File: config.mk
export PLATFORM = sky130hd
export DESIGN_NAME = rgb_color_cube_tour_controller
export DESIGN_NICKNAME = d
export VERILOG_FILES = /design/src/rtl/rcct_pkg.sv /design/src/rtl/rcct_core.sv /design/src/rtl/rgb_color_cube_tour_controller.sv
export SDC_FILE = /design/constraint.sdc
export NUM_CORES = 1
export LEC_CHECK = 0
export BUFFER_PORTS_ARGS = -buffer_cell sky130_fd_sc_hd__buf_2
export CAP_MARGIN = 10
export CORE_MARGIN = 2
export CORE_UTILIZATION = 61
export CTS_CLUSTER_SIZE = 25
export DETAILED_ROUTE_END_ITERATION = 12
export MAX_ROUTING_LAYER = met4
export PLACE_DENSITY_LB_ADDON = 0.15
export SYNTH_ARGS = -nofsm -noshare
export SYNTH_HDL_FRONTEND = slang
export SYNTH_SLANG_ARGS = --single-unit
File: constraint.sdc
create_clock -name clk -period 4.3 [get_ports clk]
set_clock_uncertainty 0.05 [all_clocks]
set_input_delay 0.86 -clock clk [delete_from_list [all_inputs] [get_ports clk]]
set_output_delay 0.86 -clock clk [all_outputs]
set_load 0.03 [all_outputs]
File: src/rtl/rcct_pkg.sv
package rcct_pkg;

	localparam int EDGE_COUNT_DEF = 6;
	localparam int EDGE_MAX = 6;
	localparam int EDGE_IDX_W = 3;

	localparam logic [7:0] DUTY_OFF = 8'hFF;
	localparam logic [7:0] DUTY_ON = 8'h00;
	localparam logic [7:0] STEP_LAST = 8'hFF;
	localparam logic [15:0] PERIOD_STEP = 16'd200;
	localparam logic [15:0] PERIOD_RESET = 16'd1000;

	localparam logic [7:0] DIR_ZERO = 8'h00;
	localparam logic [7:0] DIR_UP = 8'h01;
	localparam logic [7:0] DIR_DOWN = 8'hFF;

	// command characters
	localparam logic [7:0] CMD_RED_BRIGHT = 8'h52;   // R
	localparam logic [7:0] CMD_GREEN_BRIGHT = 8'h47; // G
	localparam logic [7:0] CMD_BLUE_BRIGHT = 8'h42;  // B
	localparam logic [7:0] CMD_RED_DIM = 8'h72;      // r
	localparam logic [7:0] CMD_GREEN_DIM = 8'h67;    // g
	localparam logic [7:0] CMD_BLUE_DIM = 8'h62;     // b
	localparam logic [7:0] CMD_TOUR_START = 8'h43;   // C
	localparam logic [7:0] CMD_TOUR_STOP = 8'h63;    // c
	localparam logic [7:0] CMD_ALL_OFF = 8'h61;      // a
	localparam logic [7:0] CMD_PERIOD_UP = 8'h2B;    // +
	localparam logic [7:0] CMD_PERIOD_DOWN = 8'h2D;  // -
	localparam logic [7:0] CMD_RESET = 8'h5A;        // Z

	localparam int OUT_DATA_W = 48;

	typedef struct packed {
		logic [7:0] red;
		logic [7:0] green;
		logic [7:0] blue;
	} rgb_t;

	typedef struct packed {
		logic [7:0] red_duty;
		logic [7:0] green_duty;
		logic [7:0] blue_duty;
		logic tour_on;
		logic [15:0] reload_value;
		logic reset_request;
		logic unknown_command;
	} result_t;

	function automatic rgb_t edge_dir(input logic [EDGE_IDX_W-1:0] idx);
		rgb_t d;
		d = '{red: DIR_ZERO, green: DIR_ZERO, blue: DIR_ZERO};
		case (idx)
			3'd0: d.green = DIR_DOWN;
			3'd1: d.blue = DIR_UP;
			3'd2: d.red = DIR_DOWN;
			3'd3: d.green = DIR_UP;
			3'd4: d.blue = DIR_DOWN;
			3'd5: d.red = DIR_UP;
			default: d = '{red: DIR_ZERO, green: DIR_ZERO, blue: DIR_ZERO};
		endcase
		return d;
	endfunction

endpackage

File: src/rtl/rcct_core.sv
module rcct_core #(
	parameter int EDGE_COUNT = rcct_pkg::EDGE_COUNT_DEF
) (
	input logic clk,
	input logic arst_n,
	input logic advance,
	input logic op,
	input logic [7:0] cmd,
	output rcct_pkg::result_t result
);

	localparam int IdxW = $clog2(EDGE_COUNT);
	localparam logic [IdxW-1:0] IdxLast = IdxW'(EDGE_COUNT - 1);

	logic [7:0] red_q, green_q, blue_q;
	logic tour_q;
	logic [IdxW-1:0] edge_q;
	logic [7:0] step_q;
	logic [15:0] period_q;

	logic [7:0] red_d, green_d, blue_d;
	logic tour_d;
	logic [IdxW-1:0] edge_d;
	logic [7:0] step_d;
	logic [15:0] period_d;
	logic reset_req;
	logic unknown;
	rcct_pkg::rgb_t dir;

	assign dir = rcct_pkg::edge_dir(rcct_pkg::EDGE_IDX_W'(edge_q));

	always_comb begin
		red_d = red_q;
		green_d = green_q;
		blue_d = blue_q;
		tour_d = tour_q;
		edge_d = edge_q;
		step_d = step_q;
		period_d = period_q;
		reset_req = 1'b0;
		unknown = 1'b0;
		if (op) begin
			if (tour_q) begin
				if (step_q != rcct_pkg::STEP_LAST) begin
					red_d = red_q + dir.red;
					green_d = green_q + dir.green;
					blue_d = blue_q + dir.blue;
					step_d = step_q + 8'd1;
				end else begin
					step_d = 8'd0;
					edge_d = (edge_q == IdxLast) ? '0 : edge_q + IdxW'(1);
				end
			end
		end else begin
			unique case (cmd)
				rcct_pkg::CMD_RED_BRIGHT: begin
					if (red_q != rcct_pkg::DUTY_ON) red_d = red_q - 8'd1;
				end
				rcct_pkg::CMD_GREEN_BRIGHT: begin
					if (green_q != rcct_pkg::DUTY_ON) green_d = green_q - 8'd1;
				end
				rcct_pkg::CMD_BLUE_BRIGHT: begin
					if (blue_q != rcct_pkg::DUTY_ON) blue_d = blue_q - 8'd1;
				end
				rcct_pkg::CMD_RED_DIM: begin
					if (red_q != rcct_pkg::DUTY_OFF) red_d = red_q + 8'd1;
				end
				rcct_pkg::CMD_GREEN_DIM: begin
					if (green_q != rcct_pkg::DUTY_OFF) green_d = green_q + 8'd1;
				end
				rcct_pkg::CMD_BLUE_DIM: begin
					if (blue_q != rcct_pkg::DUTY_OFF) blue_d = blue_q + 8'd1;
				end
				rcct_pkg::CMD_TOUR_START: begin
					red_d = rcct_pkg::DUTY_OFF;
					green_d = rcct_pkg::DUTY_OFF;
					blue_d = rcct_pkg::DUTY_ON;
					edge_d = '0;
					step_d = 8'd0;
					tour_d = 1'b1;
				end
				rcct_pkg::CMD_TOUR_STOP: begin
					tour_d = 1'b0;
				end
				rcct_pkg::CMD_ALL_OFF: begin
					red_d = rcct_pkg::DUTY_OFF;
					green_d = rcct_pkg::DUTY_OFF;
					blue_d = rcct_pkg::DUTY_OFF;
					tour_d = 1'b0;
				end
				rcct_pkg::CMD_PERIOD_UP: begin
					period_d = period_q + rcct_pkg::PERIOD_STEP;
				end
				rcct_pkg::CMD_PERIOD_DOWN: begin
					period_d = period_q - rcct_pkg::PERIOD_STEP;
				end
				rcct_pkg::CMD_RESET: begin
					reset_req = 1'b1;
				end
				default: begin
					unknown = 1'b1;
				end
			endcase
		end
	end

	always_ff @(posedge clk or negedge arst_n) begin
		if (!arst_n) begin
			red_q <= rcct_pkg::DUTY_OFF;
			green_q <= rcct_pkg::DUTY_OFF;
			blue_q <= rcct_pkg::DUTY_OFF;
			tour_q <= 1'b0;
			edge_q <= '0;
			step_q <= 8'd0;
			period_q <= rcct_pkg::PERIOD_RESET;
		end else if (advance) begin
			red_q <= red_d;
			green_q <= green_d;
			blue_q <= blue_d;
			tour_q <= tour_d;
			edge_q <= edge_d;
			step_q <= step_d;
			period_q <= period_d;
		end
	end

	assign result.red_duty = red_d;
	assign result.green_duty = green_d;
	assign result.blue_duty = blue_d;
	assign result.tour_on = tour_d;
	assign result.reload_value = 16'd0 - period_d;
	assign result.reset_request = reset_req;
	assign result.unknown_command = unknown;

	a_edge_range: assert property (@(posedge clk) disable iff (!arst_n)
		edge_q <= IdxLast)
		else $error("edge index beyond last edge");

	a_idle_tick: assert property (@(posedge clk) disable iff (!arst_n)
		advance && op && !tour_q |=> $stable(red_q) && $stable(green_q) && $stable(blue_q)
			&& $stable(edge_q) && $stable(step_q))
		else $error("tick changed state while tour stopped");

	a_tour_start: assert property (@(posedge clk) disable iff (!arst_n)
		advance && !op && cmd == rcct_pkg::CMD_TOUR_START |=>
			tour_q && blue_q == rcct_pkg::DUTY_ON && edge_q == '0 && step_q == 8'd0)
		else $error("tour start did not load blue corner");

	a_edge_wrap: assert property (@(posedge clk) disable iff (!arst_n)
		advance && op && tour_q && step_q == rcct_pkg::STEP_LAST |=>
			step_q == 8'd0 && $stable(red_q) && $stable(green_q) && $stable(blue_q))
		else $error("edge change step altered duties");

	a_flags: assert property (@(posedge clk) disable iff (!arst_n)
		advance |-> !(result.reset_request && result.unknown_command)
			&& !(op && (result.reset_request || result.unknown_command)))
		else $error("flags raised together or on a tick");

endmodule

File: src/rtl/rgb_color_cube_tour_controller.sv
// RGB LED controller with active-low 8-bit duties (0 fully on, 255 off). Each request on
// the input stream is a command byte (tuser 0) or a timer tick (tuser 1) and yields exactly
// one result carrying the duties, tour state, timer reload and the reset and unknown-command
// flags after that request. One request is taken every clock cycle while the output stream
// does not stall it; a result passes through one input register and one result register.
// Backpressure on the output stream reaches the input ready within the same cycle.
module rgb_color_cube_tour_controller #(
	parameter int EDGE_COUNT = rcct_pkg::EDGE_COUNT_DEF
) (
	input logic clk,
	input logic arst_n,
	input logic s_axis_tvalid,
	output logic s_axis_tready,
	input logic [7:0] s_axis_tdata,                         // cmd_byte
	input logic s_axis_tuser,                               // op
	output logic m_axis_tvalid,
	input logic m_axis_tready,
	output logic [rcct_pkg::OUT_DATA_W-1:0] m_axis_tdata    // red_duty, green_duty, blue_duty,
	                                                        // tour_on, reload_value,
	                                                        // reset_request, unknown_command
);

	logic valid_s1;
	logic op_s1;
	logic [7:0] cmd_s1;
	logic advance;
	logic out_valid_q;
	rcct_pkg::result_t result;
	rcct_pkg::result_t out_q;

	assign advance = valid_s1 && (!out_valid_q || m_axis_tready);
	assign s_axis_tready = !valid_s1 || advance;

	always_ff @(posedge clk or negedge arst_n) begin
		if (!arst_n) begin
			valid_s1 <= 1'b0;
		end else if (s_axis_tready) begin
			valid_s1 <= s_axis_tvalid;
		end
	end

	always_ff @(posedge clk) begin
		if (s_axis_tready && s_axis_tvalid) begin
			op_s1 <= s_axis_tuser;
			cmd_s1 <= s_axis_tdata;
		end
	end

	rcct_core #(
		.EDGE_COUNT(EDGE_COUNT)
	) u_core (
		.clk(clk),
		.arst_n(arst_n),
		.advance(advance),
		.op(op_s1),
		.cmd(cmd_s1),
		.result(result)
	);

	always_ff @(posedge clk or negedge arst_n) begin
		if (!arst_n) begin
			out_valid_q <= 1'b0;
		end else if (advance) begin
			out_valid_q <= 1'b1;
		end else if (m_axis_tready) begin
			out_valid_q <= 1'b0;
		end
	end

	always_ff @(posedge clk) begin
		if (advance) begin
			out_q <= result;
		end
	end

	assign m_axis_tvalid = out_valid_q;
	assign m_axis_tdata = {5'd0, out_q.unknown_command, out_q.reset_request, out_q.reload_value,
		out_q.tour_on, out_q.blue_duty, out_q.green_duty, out_q.red_duty};

endmodule

==> run metrics, run 1 <==
status finished, final reports clean; Top FF cell, synth edfxtp_1; VDD IR max 404.0 uV; Final period util 0.9516; synth top area cells edfxtp_1 19%, dfstp_2 10%, ha_1 7.1%, dfrtp_1 6.8%, nand2_1 4.8%; Util after Layout 0.6723; GRT Total Usage 0.3023; Crit Path Category reg2reg; Worst Setup End Kind flop; max-cap viol count 0; clock tree buffer depth 2; largest net degree at the start of global routing 54; cells on worst reg2reg path 12; hold slack 0.4381 ns; Overflow after GRT 0; Max Fclk 244.4 MHz; post-CTS setup repair buffer count 0; post-layout minimum cycle time 4.092 ns; Final ANT Viol Nets 0; Initial Util 0.6183; unrepaired setup endpoints after global routing false; placed cell areas 0.008069 mm^2; Nets 977; I/O pin total 63; Final Routed Wirelength 19400 um; global-route wire length before repair 31190 um; initial antenna violation count 0; Root Driver clkbuf_16; total core area 0.01247 mm^2; Slowest-stage cell, CP or4b_2; DR iter-0 viols 716; die width 116.4 um; Final HPWL DP 14140 um; layout cells sized above 1 0.1694; non-filler cells, final 1093; # setup viols final 0; Post-CTS Hold Buffers 0; Pleak 0.003398 uW; worst slew pin tran 0.8866 ns; row cnt 41; Placer Congestion 0.9321; DRC 0; synthesized flop and latch total 100; crit path cell chain or4b_2, or3_4, inv_1, ha_1, o21ai_0, o21ai_1, a2111oi_2, nor3_1, xor2_1, mux2_2, nor4_2, xor2_1; CP dominant cell by count xor2_1; Vias/cell 6.251; cell area after layout 0.008381 mm^2; asr flop ratio synth 0.5100; clk_lat worst skew 0.36 ns; PortBufs 54; Syn Inst Count 887; ant diodes 0; Vias 6832; clock buffer count from CTS 9; hold depth 2; top-area cell type share of the netlist area 0.1909; P&R area growth vs syn 8.734%; pwr/cell area 622.6 mW/mm^2; H-tree levels 3; worst flop-to-flop path endpoint m_axis_tdata[40]$_DFFE_PP_; synth unique cells 78; slew margin rel. 0.4075; R2R setup slack 0.21 ns; syn avg cell area 8.689 um^2; DR pass1 iterations 5; CTS tree built; beginning of the worst register-to-register path cmd_s1[7]$_DFFE_PP_; die height 116.4 um; post-synth top area cell edfxtp_1; register area share after synthesis 0.3614; Post-synth EDFFs 49; Design Power 5217 uW; Mapped Area 0.007707 mm^2; HP Start u_core.period_q[9]$_DFFE_PN1P_; Final Max Tran Viols 0; Clock Pin Slew Worst Setup and Hold Paths 0.06 ns; crit start category flop; crit path DAT 4.14 ns; DR WL/cell 17.75 um; die area 0.01355 mm^2; Yosys warnings 0; vias in the first global route 6349; clock sink count 100; crit-path max FO 4; placed cells 1077; Final Hold Viols 0; slowest cell delay on critical path 0.70 ns; Hold Path Sink u_core.period_q[9]$_DFFE_PN1P_; critical path data required time 4.35 ns; Min-Delay Path Class reg2reg
==> synth_stat cells, types with 8 or more instances <==
library cell  count
nand3_1          26
mux2_2           16
nor2b_1           8
a21o_1            9
dfstp_2          30
buf_4            10
mux2i_1          11
nor4_1            8
inv_1            37
ha_1             44
xnor2_1          27
edfxtp_1         49
nand2b_1          9
a21oi_1          69
o21ai_0          69
a31oi_1          15
clkbuf_1         36
nand2_1          99
o21a_1           10
nor2_1           61
o22ai_1          12
dfrtp_1          21
xor2_1           23
and3_1           12
nor3_1           33
buf_2            12
or3_1            11
==> timing repair <==
action | in CTS | in global routing
resized for setup | 1 | 6
pin swaps | 0 | 2
setup endpoints to repair | 1 | 4
==> state kept, by name, indices dropped and copies added, names as in the netlist <==
| signal | count |
|---|---|
| u_core.step_q | 8 |
| u_core.tour_q | 1 |
| op_s1 | 1 |
| cmd_s1 | 8 |
| u_core.period_q | 13 |
| m_axis_tvalid | 1 |
| valid_s1 | 1 |
| u_core.green_q | 8 |
| m_axis_tdata | 40 |
| u_core.red_q | 8 |
| u_core.edge_q | 3 |
| u_core.blue_q | 8 |
==> how the worst max path moves through the flow <==
stage                                   start                          to  cells after the start
after global routing      cmd_s1[7]$_DFFE_PP_  m_axis_tdata[40]$_DFFE_PP_                     12
final                     cmd_s1[7]$_DFFE_PP_  m_axis_tdata[40]$_DFFE_PP_                     12
after global placement    cmd_s1[7]$_DFFE_PP_  m_axis_tdata[40]$_DFFE_PP_                     12
after floorplan           cmd_s1[7]$_DFFE_PP_  m_axis_tdata[40]$_DFFE_PP_                     12
after detailed placement  cmd_s1[7]$_DFFE_PP_  m_axis_tdata[40]$_DFFE_PP_                     12
after CTS                 cmd_s1[7]$_DFFE_PP_  m_axis_tdata[40]$_DFFE_PP_                     12
==> worst max-delay path: cells and delay by family (launching register included) <==
| kind | cells | cell delay, ns |
|---|---|---|
| simple gates | 4 | 1.53 |
| compound gates | 3 | 0.83 |
| flops | 1 | 0.42 |
| mux | 1 | 0.31 |
| fa+ha+maj | 1 | 0.29 |
| xor+xnor | 2 | 0.27 |
| buf+inv | 1 | 0.14 |
==> cells in the final DEF, fill, tap and decap left out, drive strengths merged, types with 26 or more instances in the layout <==
cell type	Yosys	final
nand2	99	99
nand3	26	26
o21ai	72	72
ha	44	44
inv	37	38
edfxtp	49	49
nor2	61	61
a21oi	70	70
xnor2	27	27
buf	24	71
nor3	34	34
dfstp	30	30
==> where the power goes <==
part           internal, uW  switching, uW  total [uW]
registers              1430            428        1860
clock network           443            352         795
logic                  1040           1520        2560
total                  2920           2300        5220
==> cells by family (layout without fill, tap and decap cells) <==
group,count (synthesis),count (layout),synth area share
adders and majority gates,48,48,0.08182
xor gates and xnor gates,50,50,0.05682
DFF,100,100,0.3614
buffers and inverters,97,124,0.05406
muxes,28,28,0.03912
and+or+nand+nor,312,312,0.2037
other,1,8,0.0004865
AOI/OAI and AO/OA,251,251,0.2026
==> final cells by class <==
class	count	area [um^2]
Tap cell	172	215.2
Clock buffer	14	274.0
Clock inverter	2	16.27
Sequential cell	100	2785
Inverter	37	138.9
Fill cell	1020	4085
Multi-Input combinational cell	697	4553
Timing Repair Buffer	71	397.9
==> through the flow <==
stage,setup slack (ns),setup TNS [ns]
2_1_floorplan,0.3178,0
5_1_grt,0.01001,0
3_3_place_gp,0.2267,0
3_5_place_dp,-0.005060,-0.005060
6_report,0.2081,0
4_1_cts,0.02783,0
==> routing by layer <==
metal  wire length [um]  track usage  vias to the layer above
met5                  0            -                        -
met4                318      0.09127                        0
li1                   -            -                     3285
met3               1244      0.04307                       32
met2               9428       0.5012                      274
met1               8407       0.3866                     3241
Power figures use the tool's default switching activity.
==> run 2, diff against run 1 <==
Settings changed: CORE_UTILIZATION 61 to 60, PLACE_DENSITY set to 0.8, PLACE_DENSITY_LB_ADDON 0.15 to unset.
==> run metrics, run 2 (synthesis results as in run 1) <==
Max Fclk 243.5 MHz; post-layout minimum cycle time 4.108 ns; DR pass1 iterations 5; Int Pwr 2979 uW; clock tree buffer depth 2; initial antenna violation count 0; P&R area growth vs syn 8.458%; commonest non-fill, non-tap cell in the layout nand2_1; hold depth 1; Placer Congestion 0.9909; cell area after layout 0.008359 mm^2; most frequent cells in the layout 99 x nand2_1, 69 x a21oi_1, 66 x o21ai_0; Setup Total Neg Slack 0 ns; worst flop-to-flop path endpoint m_axis_tdata[40]$_DFFE_PP_; placed cell areas 0.008031 mm^2; Psw 2300 uW; Vias 6729; die height 117.3 um; H-tree levels 3; Final HPWL DP 12570 um; Worst Setup End Kind flop; highest metal used met4; worst slew pin tran 1.233 ns; clock buffer count from CTS 9; multi-input logic area 0.004538 mm^2; Vias/cell 6.185; unrepaired setup endpoints after global routing false; HP Start u_core.period_q[15]$_DFFE_PN0P_; DR iter-0 viols 692; crit start category flop; ant diodes 0; pre-CTS WS 0.1120 ns; DRC 0; die area 0.01377 mm^2; GRT Total Usage 0.2733; PortBufs 54; metal3 WL 965 um; Sw Share 0.4357; global-route wire length before repair 30130 um; R2R setup slack 0.19 ns; critical path data required time 4.36 ns; Hold Path Sink u_core.period_q[15]$_DFFE_PN0P_; die width 117.3 um; CTS tree built; Overflow after GRT 0; Final Routed Wirelength 18160 um; worst setup margin 0.1924 ns; M1 WL 8397 um; Nets 972; total core area 0.01257 mm^2; met2 WL post-DR 8462 um; beginning of the worst register-to-register path cmd_s1[7]$_DFFE_PP_; layout cells sized above 1 0.1648; slew margin rel. 0.1761; Final Max Tran Viols 0; Final ANT Viol Nets 0; clock sink count 100; row cnt 41; status finished, final reports clean; VDD IR max 354.0 uV; Util after Layout 0.6651; Root Driver clkbuf_16; max-cap viol count 0; crit-path max FO 4; Filler cells 1037; I/O pin total 63; Initial Util 0.6132; Clock power frac 0.170; Min-Delay Path Class reg2reg; cells on worst reg2reg path 12; Final period util 0.9553; Pleak 0.003386 uW; crit path DAT 4.17 ns; Register Area 0.002785 mm^2; largest net degree at the start of global routing 54; number of flip-flops under the largest register name 40; Final Hold Viols 0; combinational power share 0.480; pwr/cell area 631.6 mW/mm^2; DR WL/cell 16.69 um; Clock Pin Slew Worst Setup and Hold Paths 0.08 ns; Crit Path Category reg2reg; vias in the first global route 6026; clk_lat worst skew 0.36 ns; Reg power frac 0.350; # setup viols final 0
-- run 2: metrics by stage --
step                      hold WS, ns  instances  power [uW]
after floorplan                0.4062        894        3780
after global placement         0.4187       1072        4272
after detailed placement       0.4315       1072        4332
after CTS                      0.4444       1088        5257
after global routing           0.4623       1088        5670
final                          0.4457       1088        5280
-- run 2: worst max-delay path, cell delays in order, from the launching register on --
cell and delay [ns]:
edfxtp_1 0.42, or4b_2 0.70, or3_1 0.40, buf_4 0.17, ha_1 0.32, nor3_1 0.30
nor3_1 0.13, a2111oi_2 0.37, nor3_1 0.11, xor2_1 0.17, mux2_2 0.31, nor4_2 0.31
xor2_1 0.11
-- run 2: worst max-delay path by stage --
stage / to / depth (start not counted) / start / slack [ns]
floorplan: m_axis_tdata[40]$_DFFE_PP_ / 12 / cmd_s1[7]$_DFFE_PP_ / 0.32
global placement: m_axis_tdata[40]$_DFFE_PP_ / 12 / cmd_s1[7]$_DFFE_PP_ / 0.19
detailed placement: m_axis_tdata[40]$_DFFE_PP_ / 12 / cmd_s1[7]$_DFFE_PP_ / 0.11
CTS: m_axis_tdata[40]$_DFFE_PP_ / 12 / cmd_s1[7]$_DFFE_PP_ / 0.11
global route: m_axis_tdata[40]$_DFFE_PP_ / 12 / cmd_s1[7]$_DFFE_PP_ / 0.006
finish: m_axis_tdata[40]$_DFFE_PP_ / 12 / cmd_s1[7]$_DFFE_PP_ / 0.19
-- run 2: final cells by class --
class                           count  share of cell area
Multi-Input combinational cell    697              0.5429
Sequential cell                   100              0.3332
Timing Repair Buffer               66             0.04311
Clock buffer                        9             0.02694
Tap cell                          172             0.02574
Inverter                           37             0.01661
Clock inverter                      7             0.01153
-- run 2: power groups by stage --
| stage | logic [uW] | clock network (uW) | registers [uW] |
|---|---|---|---|
| floorplan | 1970 | 0 | 1810 |
| global placement | 2430 | 0 | 1840 |
| detailed placement | 2490 | 0 | 1850 |
| CTS | 2520 | 910 | 1830 |
| global route | 2820 | 951 | 1900 |
| finish | 2530 | 897 | 1850 |
-- run 2: routing by layer --
layer,up-vias,track usage
met5,-,-
met4,0,0.08660
met3,35,0.03940
met2,232,0.4236
met1,3185,0.3738
li1,3277,-
-- run 2: timing repair --
action / 4_1_cts / 5_1_grt
resized for setup: 0 / 6
setup endpoints to repair: 0 / 3
setup buffers: 0 / 0
hold buffers: 0 / 0
